`src/edc_pkg.sv`:
```
// ----------------------------------------------------------------------------
// Elevator dispatch controller package
// Operation, direction and request-bit codes shared by the modules.
// ----------------------------------------------------------------------------
`timescale 1ns / 1ps

package edc_pkg;

    typedef enum logic [1:0] {
        OP_TICK  = 2'd0,
        OP_ADD   = 2'd1,
        OP_CLOSE = 2'd2
    } op_t;

    typedef enum logic [1:0] {
        DIR_IDLE = 2'd0,
        DIR_UP   = 2'd1,
        DIR_DOWN = 2'd2
    } dir_t;

    typedef logic [2:0] req_t;

    localparam req_t REQ_UP    = 3'b001;
    localparam req_t REQ_DOWN  = 3'b010;
    localparam req_t REQ_CABIN = 3'b100;

    // Commands from the controller to the datapath.
    typedef struct packed {
        logic load;    // capture the incoming beat
        logic commit;  // apply the captured beat to the car state
    } edc_cmd_t;

endpackage

```
`src/elevator_dispatch_controller_unit.sv`:
```
// ----------------------------------------------------------------------------
// Elevator dispatch controller unit
// Collective-control car controller for one elevator car.
// ----------------------------------------------------------------------------
//
// Channel   Handshake          Payload
// -------   ----------------   -------------------------------------------------
// command   start / busy       operation, floor_index, request_bits
// result    done (strobe)      current_floor, floor_number, run_state,
//                              door_open, target_floor
//
// A command beat is taken at a rising edge where start is high and busy is low.
// Each beat is first captured into the beat registers; then, in the execute
// state, the datapath runs the nearest-above and nearest-below priority
// encoders over the floor store and commits the new car state. The done strobe
// is high for one cycle right after the commit, and busy is already low then,
// so the next beat can be taken in that same cycle. The receiver cannot stall;
// the result ports always show the car state, and reset clears all requests,
// puts the car idle at floor zero with the door closed.
//
`timescale 1ns / 1ps

module elevator_dispatch_controller_unit
    import edc_pkg::*;
#(
    parameter int NUM_FLOORS = 11
)
(
    input  logic        clk,
    input  logic        rst_n,
    input  logic        start,
    output logic        busy,
    input  logic [1:0]  operation,
    input  logic [3:0]  floor_index,
    input  logic [2:0]  request_bits,
    output logic        done,
    output logic [3:0]  current_floor,
    output logic [4:0]  floor_number,
    output logic [1:0]  run_state,
    output logic        door_open,
    output logic [3:0]  target_floor
);

    // Command bundle from the sequencer into the datapath.
    edc_cmd_t cmd;

    // The sequencer owns the handshake and the result strobe.
    edc_ctrl u_ctrl
    (
        .clk   (clk),
        .rst_n (rst_n),
        .start (start),
        .busy  (busy),
        .done  (done),
        .cmd   (cmd)
    );

    // The datapath holds the request store and the car state; its registers
    // drive the result ports directly.
    edc_datapath #(
        .NUM_FLOORS (NUM_FLOORS)
    ) u_datapath
    (
        .clk           (clk),
        .rst_n         (rst_n),
        .cmd           (cmd),
        .operation     (operation),
        .floor_index   (floor_index),
        .request_bits  (request_bits),
        .current_floor (current_floor),
        .floor_number  (floor_number),
        .run_state     (run_state),
        .door_open     (door_open),
        .target_floor  (target_floor)
    );

endmodule

```
`src/edc_ctrl.sv`:
```
// ----------------------------------------------------------------------------
// Elevator dispatch controller sequencer
// Two-state machine that captures a beat and then commits it.
// ----------------------------------------------------------------------------
`timescale 1ns / 1ps

module edc_ctrl
    import edc_pkg::*;
(
    input  logic     clk,
    input  logic     rst_n,
    input  logic     start,
    output logic     busy,
    output logic     done,
    output edc_cmd_t cmd
);

    typedef enum logic [1:0] {
        S_IDLE = 2'b01,
        S_EXEC = 2'b10
    } ctrl_state_t;

    ctrl_state_t state_reg;
    ctrl_state_t state_next;
    logic        done_reg;

    always_comb
    begin
        state_next = state_reg;
        cmd.load   = 1'b0;
        cmd.commit = 1'b0;
        unique case (state_reg)
            S_IDLE:
            begin
                if (start)
                begin
                    cmd.load   = 1'b1;
                    state_next = S_EXEC;
                end
            end
            S_EXEC:
            begin
                cmd.commit = 1'b1;
                state_next = S_IDLE;
            end
            default:
            begin
                state_next = S_IDLE;
            end
        endcase
    end

    always_ff @(posedge clk or negedge rst_n)
    begin
        if (!rst_n)
        begin
            state_reg <= S_IDLE;
            done_reg  <= 1'b0;
        end
        else
        begin
            state_reg <= state_next;
            done_reg  <= cmd.commit;
        end
    end

    assign busy = (state_reg == S_EXEC);
    assign done = done_reg;

endmodule

```
`src/edc_datapath.sv`:
```
// ----------------------------------------------------------------------------
// Elevator dispatch controller datapath
// Request store, car state and the nearest-request searches.
// ----------------------------------------------------------------------------
`timescale 1ns / 1ps

module edc_datapath
    import edc_pkg::*;
#(
    parameter int NUM_FLOORS = 11
)
(
    input  logic        clk,
    input  logic        rst_n,
    input  edc_cmd_t    cmd,
    input  logic [1:0]  operation,
    input  logic [3:0]  floor_index,
    input  logic [2:0]  request_bits,
    output logic [3:0]  current_floor,
    output logic [4:0]  floor_number,
    output logic [1:0]  run_state,
    output logic        door_open,
    output logic [3:0]  target_floor
);

    localparam int FW = (NUM_FLOORS > 2) ? $clog2(NUM_FLOORS) : 1;

    // Captured beat.
    logic [1:0]    op_reg;
    logic [3:0]    fl_reg;
    req_t          bits_reg;

    // Car state.
    req_t          req_reg [NUM_FLOORS];
    req_t          req_next [NUM_FLOORS];
    logic [FW-1:0] car_reg;
    logic [FW-1:0] car_next;
    dir_t          dir_reg;
    dir_t          dir_next;
    logic          door_reg;
    logic          door_next;
    logic [FW-1:0] tgt_reg;
    logic [FW-1:0] tgt_next;

    logic [NUM_FLOORS-1:0] occ;
    logic [FW-1:0]         svc;
    req_t                  svc_req;
    logic                  at_top;
    logic                  at_bottom;
    logic                  ab_found;
    logic [FW-1:0]         ab_idx;
    logic                  bl_found;
    logic [FW-1:0]         bl_idx;
    logic                  going_up;
    logic                  ahead_found;
    logic [FW-1:0]         ahead_idx;
    logic                  back_found;
    logic [FW-1:0]         back_idx;
    req_t                  same_mask;
    req_t                  other_mask;
    logic [FW+3:0]         fl_ext;
    logic [FW-1:0]         fl_idx;
    logic                  fl_ok;
    logic [FW+7:0]         car_ext;
    logic [FW+7:0]         tgt_ext;
    logic [7:0]            shown;

    // Floor the tick looks at: the car floor when idle, else the floor reached.
    always_comb
    begin
        unique case (dir_reg)
            DIR_UP:   svc = car_reg + FW'(1);
            DIR_DOWN: svc = car_reg - FW'(1);
            default:  svc = car_reg;
        endcase
    end

    always_comb
    begin
        for (int i = 0; i < NUM_FLOORS; i++)
        begin
            occ[i] = |req_reg[i];
        end
    end

    always_comb
    begin
        svc_req = '0;
        for (int i = 0; i < NUM_FLOORS; i++)
        begin
            if (FW'(i) == svc)
            begin
                svc_req = req_reg[i];
            end
        end
    end

    // Nearest occupied floor above the service floor (lowest hit wins).
    always_comb
    begin
        ab_found = 1'b0;
        ab_idx   = '0;
        for (int i = NUM_FLOORS - 1; i >= 0; i--)
        begin
            if (occ[i] && (FW'(i) > svc))
            begin
                ab_found = 1'b1;
                ab_idx   = FW'(i);
            end
        end
    end

    // Nearest occupied floor below the service floor (highest hit wins).
    always_comb
    begin
        bl_found = 1'b0;
        bl_idx   = '0;
        for (int i = 0; i < NUM_FLOORS; i++)
        begin
            if (occ[i] && (FW'(i) < svc))
            begin
                bl_found = 1'b1;
                bl_idx   = FW'(i);
            end
        end
    end

    assign at_top    = ({1'b0, car_reg} + (FW+1)'(1)) >= (FW+1)'(NUM_FLOORS);
    assign at_bottom = (car_reg == '0);

    assign going_up    = (dir_reg == DIR_UP);
    assign ahead_found = going_up ? ab_found : bl_found;
    assign ahead_idx   = going_up ? ab_idx   : bl_idx;
    assign back_found  = going_up ? bl_found : ab_found;
    assign back_idx    = going_up ? bl_idx   : ab_idx;
    assign same_mask   = going_up ? (REQ_UP | REQ_CABIN) : (REQ_DOWN | REQ_CABIN);
    assign other_mask  = going_up ? REQ_DOWN : REQ_UP;

    assign fl_ext = {{FW{1'b0}}, fl_reg};
    assign fl_idx = fl_ext[FW-1:0];
    assign fl_ok  = ({28'd0, fl_reg} < 32'(NUM_FLOORS));

    always_comb
    begin
        req_next  = req_reg;
        car_next  = car_reg;
        dir_next  = dir_reg;
        door_next = door_reg;
        tgt_next  = tgt_reg;
        case (op_reg)
            OP_TICK:
            begin
                if (!door_reg)
                begin
                    unique case (dir_reg)
                        DIR_IDLE:
                        begin
                            if (svc_req != '0)
                            begin
                                req_next[svc] = '0;
                                door_next     = 1'b1;
                            end
                            else if (ab_found)
                            begin
                                tgt_next = ab_idx;
                                dir_next = DIR_UP;
                            end
                            else
                            begin
                                tgt_next = bl_idx;
                                if (bl_found)
                                begin
                                    dir_next = DIR_DOWN;
                                end
                            end
                        end
                        DIR_UP, DIR_DOWN:
                        begin
                            if ((going_up && at_top) || (!going_up && at_bottom))
                            begin
                                dir_next = DIR_IDLE;
                            end
                            else
                            begin
                                car_next = svc;
                                if ((svc_req & same_mask) != '0)
                                begin
                                    // Stop for a call in the travel direction.
                                    req_next[svc] = svc_req & ~same_mask;
                                    door_next     = 1'b1;
                                    tgt_next      = ahead_idx;
                                    if (!ahead_found)
                                    begin
                                        dir_next = DIR_IDLE;
                                    end
                                end
                                else if ((svc_req != '0) && !ahead_found)
                                begin
                                    // Last call this way: serve it and reverse, or go idle if no call lies behind.
                                    req_next[svc] = svc_req & ~other_mask;
                                    door_next     = 1'b1;
                                    tgt_next      = back_idx;
                                    if (!back_found)
                                    begin
                                        dir_next = DIR_IDLE;
                                    end
                                    else if (going_up)
                                    begin
                                        dir_next = DIR_DOWN;
                                    end
                                    else
                                    begin
                                        dir_next = DIR_UP;
                                    end
                                end
                            end
                        end
                        default:
                        begin
                            dir_next = dir_reg;
                        end
                    endcase
                end
            end
            OP_ADD:
            begin
                if (fl_ok)
                begin
                    req_next[fl_idx] = req_reg[fl_idx] | bits_reg;
                end
            end
            OP_CLOSE:
            begin
                door_next = 1'b0;
            end
            default:
            begin
                door_next = door_reg;
            end
        endcase
    end

    always_ff @(posedge clk)
    begin
        if (cmd.load)
        begin
            op_reg   <= operation;
            fl_reg   <= floor_index;
            bits_reg <= request_bits;
        end
    end

    always_ff @(posedge clk or negedge rst_n)
    begin
        if (!rst_n)
        begin
            for (int i = 0; i < NUM_FLOORS; i++)
            begin
                req_reg[i] <= '0;
            end
            car_reg  <= '0;
            dir_reg  <= DIR_IDLE;
            door_reg <= 1'b0;
            tgt_reg  <= '0;
        end
        else if (cmd.commit)
        begin
            req_reg  <= req_next;
            car_reg  <= car_next;
            dir_reg  <= dir_next;
            door_reg <= door_next;
            tgt_reg  <= tgt_next;
        end
    end

    // Displayed number skips floor zero.
    assign car_ext = {8'd0, car_reg};
    assign tgt_ext = {8'd0, tgt_reg};
    assign shown   = (car_ext[7:0] <= 8'd2) ? (car_ext[7:0] - 8'd3) : (car_ext[7:0] - 8'd2);

    assign current_floor = car_ext[3:0];
    assign floor_number  = shown[4:0];
    assign run_state     = dir_reg;
    assign door_open     = door_reg;
    assign target_floor  = tgt_ext[3:0];

endmodule

```
`config.mk`:
```
export PLATFORM = sky130hd
export DESIGN_NAME = elevator_dispatch_controller_unit
export DESIGN_NICKNAME = d
export VERILOG_FILES = /design/src/edc_pkg.sv /design/src/elevator_dispatch_controller_unit.sv /design/src/edc_ctrl.sv /design/src/edc_datapath.sv
export SDC_FILE = /design/constraint.sdc
export NUM_CORES = 1
export LEC_CHECK = 0
export CORE_MARGIN = 2
export CORE_UTILIZATION = 52
export CTS_BUF_LIST = sky130_fd_sc_hd__clkbuf_4 sky130_fd_sc_hd__clkbuf_8
export CTS_CLUSTER_DIAMETER = 150
export CTS_CLUSTER_SIZE = 28
export DETAILED_ROUTE_END_ITERATION = 7
export DONT_BUFFER_PORTS = 1
export MAX_ROUTING_LAYER = met4
export PLACE_DENSITY = 0.67
export SLEW_MARGIN = 5
export SYNTH_ARGS = -nofsm -noshare
export SYNTH_HDL_FRONTEND = slang
export SYNTH_HIERARCHICAL = 1
export SYNTH_SLANG_ARGS = --single-unit
```
`constraint.sdc`:
```
create_clock -name clk -period 11.9 [get_ports clk]
set_input_delay 0 -clock clk [delete_from_list [all_inputs] [get_ports clk]]
set_output_delay 0 -clock clk [all_outputs]
set_load 0.05 [all_outputs]
```
==> impl_summary.md <==
Final layout
The share of layout cells above drive strength 1 is 12.4%. The finished layout cell area is 0.00556 sq mm. Relative to the synthesized area, the layout overhead comes to 6.02%.

The number of standard cells in the final layout excluding fillers is 712. 0 antenna diodes ended up in the layout. The final layout contains 603 nets.

The register with the most flip-flops in the layout has 33 of them.

STA
The final critical path takes up 48.0% of the cycle. Setup repair after global routing left no endpoint under its margin. The number of failing setup endpoints in the final timing report is 0. The number of hold-slack violations in the final timing report is 0. In this run the tightest slew margin relative to its limit is 20.3%. In the final timing run, aggregate negative setup slack is 0 ns. The pin slew with the least headroom to its limit is 1.19 ns.

The worst path needs 5.71 ns of the cycle, external delays included. The final worst clock skew is 0.0124 ns. The count of pins over their slew limit is 0.

Setup slack closes at 6.19 ns. The maximum achievable frequency is 175 MHz.

Detailed routing
The average routed wire per standard cell is 25.1 um. The number of routed nets with antenna violations is 0. The total detailed-routing wirelength is 17,900 um.

The number of DRC violations after detailed routing is 0. The via density per instance is 7.20. The starting DRC count in detailed routing is 557. The routed layout has 5,127 vias. The number of iterations in the first detailed-routing pass is 5.

Global routing
The via count of the first global-routing pass was 4,983. The first global-routing pass estimated 28,200 um of wire. The initial antenna violation count came to 0. The largest net degree at the start of global routing is 48. Global routing used 34.2% of the available tracks across all layers. After global routing the overflow that remains totals 0.

Floorplan
The die covers 0.0109 sq mm. The effective utilization at floorplan is 53.6%. The die extent in x is 104 um.

The core region area is 0.00977 sq mm. The initialized floorplan defines 36 standard-cell rows. Pin placement for this block handled 30 I/O pins. The vertical die dimension is 104 um.

Yosys
In this run the cell area of the synthesized design comes to 0.00524 sq mm. Yosys printed 6 warnings. In the post-synthesis netlist, the biggest area contributors are dfrtp_1 22%, edfxtp_1 5.2%, nand2_1 4.7%, mux4_2 4.3%, ha_1 3.1%. The share of the Yosys chip area taken by registers is 27.6%.

The average cell area after synthesis is 8.93 sq um. The synthesized design spends more area on one cell type than any other, namely dfrtp_1. In the synthesized netlist the dominant register cell turns out to be dfrtp_1. The share of synthesized area in the top cell type comes to 22.0%. In this run, synthesis inferred 9 flip-flops with an integrated enable. In the synthesized netlist, the cells that appear most often are 65 x nand2_1, 46 x dfrtp_1, 37 x nor2_1, 32 x o21ai_0, 27 x a21oi_1. In this run, distinct cell masters in the synthesized netlist total 77. In the synthesized netlist, the number of instances is 587.

The share of async-settable or async-resettable flops after synthesis is 83.9%. The post-synthesis net count is 612. Among all cell types in the netlist, the one instantiated most often is nand2_1. Counting flops and latches in the post-synthesis netlist gives 56.

Critical path
Data on the critical path is required at its endpoint by 12.13 ns. The worst register-to-register path begins at u_datapath/run_state[0]. Of all nets on the critical path, the largest fanout is 18. The critical path launch point type is a flip-flop. Data arrives at the worst endpoint at 5.95 ns.

The depth of the worst register-to-register path is 14. The endpoint of the most critical register-to-register path is u_datapath/req_reg[8]. The slack of the worst reg-to-reg path is 6.19 ns. The critical path is of the flip-flop to flip-flop type. STA classifies the critical path endpoint as a flip-flop.

Placement
After detailed placement, the design holds a cell count of 692. The placed instances occupy a cell area of 0.00530 sq mm. The last weighted congestion value of the routability-driven placer is 1.01. Input and output buffers added on the ports amount to 0. The worst-case setup slack after placement is 6.08 ns.

The detailed placer's ending HPWL is 12,700 um.

Clock network
In this run, post-CTS repair resized a total of 0 instances. The clock sink count is 56. The clock passes through at most 2 buffers. The clock root buffer is clkbuf_8. The clock buffer count from CTS is 5. The TritonCTS clock tree is built.

Clock-pin slew was measured on the worst setup and hold paths at 0.12 ns. In this run the number of H-tree levels came out at 2. The clock latency on the worst-skew pair is 0.33 ns.

Job
The total of max-cap violations is 0.

Min path
The path class of the lowest-slack min-delay path is primary input to asynchronous set/reset pin.

Status
The run finished with clean final reports.

Power and ir drop
The leakage component of the power is 2.13 nW. Dividing total power by cell area gives a power density of 121 mW/mm^2. Summing internal, switching and leakage power gives 0.675 mW. The worst IR drop on VDD is 0.0800 mV.
[per-stage QoR]
step           utilization [%]  hold slack, ns
2_1_floorplan                -          -0.296
4_1_cts                   56.8           0.161
3_3_place_gp              54.2          -0.295
6_report                  56.8           0.174
3_5_place_dp              54.2          -0.294
5_1_grt                   56.8           0.206
[layout make-up]
class                      count  area, sq um
clock buffer                   5         68.8
tap                          133          166
fill                         905         4220
sequential                    56         1450
clock inverter                 3         42.5
multi-input combinational    477         3550
inverter                      15         56.3
timing repair buffer          23          220
[power by group]
part           switching, mW  total (mW)  internal (mW)
Clock                 0.0702       0.133         0.0626
Sequential            0.0297       0.234          0.204
Combinational          0.212       0.308         0.0957
Total                  0.312       0.675          0.363
[worst max-delay path: stages (launching register included)]
cell	delay [ns]
dfrtp_1	0.71
inv_1	0.18
ha_1	0.36
xor2_1	0.19
ha_1	0.22
a21oi_2	0.19
mux2i_4	0.44
xnor2_4	0.26
nor3_2	0.62
a211oi_1	0.16
nor4_4	0.42
o22ai_2	0.18
a32oi_4	0.82
o211ai_1	0.54
o2bb2ai_1	0.32
[layout by cell type, fill, tap and decap left out, drive strengths merged, types with 14 or more instances in the layout]
cell and count:
nor3 29, o21ai 36, nand3 17, mux2i 17
o221ai 20, o22ai 14, dfrtp 46, nand2 65
nor2 38, a21oi 28, inv 14, mux2 21
o211ai 17
[routing by layer]
metal / GRT usage, % / vias to the layer above / part of all wire [%]
met1: 44.6 / 2470 / 40
met5: - / - / 0
li1: - / 2261 / -
met3: 5.08 / 69 / 8.9
met2: 52.0 / 327 / 46
met4: 17.0 / 0 / 5.1
[kinds of logic (layout without fill, tap and decap cells)]
kind of cell / Yosys count / count (layout) / synth area share [%]
AO/OA/AOI/OAI: 203 / 203 / 30.7
AND/OR/NAND/NOR: 201 / 201 / 19.1
multiplexers: 48 / 48 / 12.3
buffers and inverters: 54 / 46 / 4.85
adder cells (fa/ha/maj): 13 / 13 / 3.10
XOR/XNOR: 12 / 12 / 2.36
flip-flops: 56 / 56 / 27.6
[what timing repair did]
item,in CTS,in global routing
hold buffers,12,0
endpoints found under the hold margin,58,0
setup buffers,0,0
[how the worst max path moves through the flow]
stage                                 end  cells past startpoint                        start  slack [ns]
detailed placement  u_datapath/req_reg[8]                     14      u_datapath/run_state[0]        6.08
global placement    u_datapath/req_reg[5]                     14      u_datapath/run_state[0]        6.18
finish              u_datapath/req_reg[8]                     14      u_datapath/run_state[0]        6.19
CTS                 u_datapath/req_reg[8]                     14      u_datapath/run_state[0]        6.03
floorplan                 floor_number[4]                      7  u_datapath/current_floor[2]        7.41
global route        u_datapath/req_reg[8]                     13      u_datapath/run_state[0]        5.92
No activity file was read; power rests on OpenSTA's default activity.
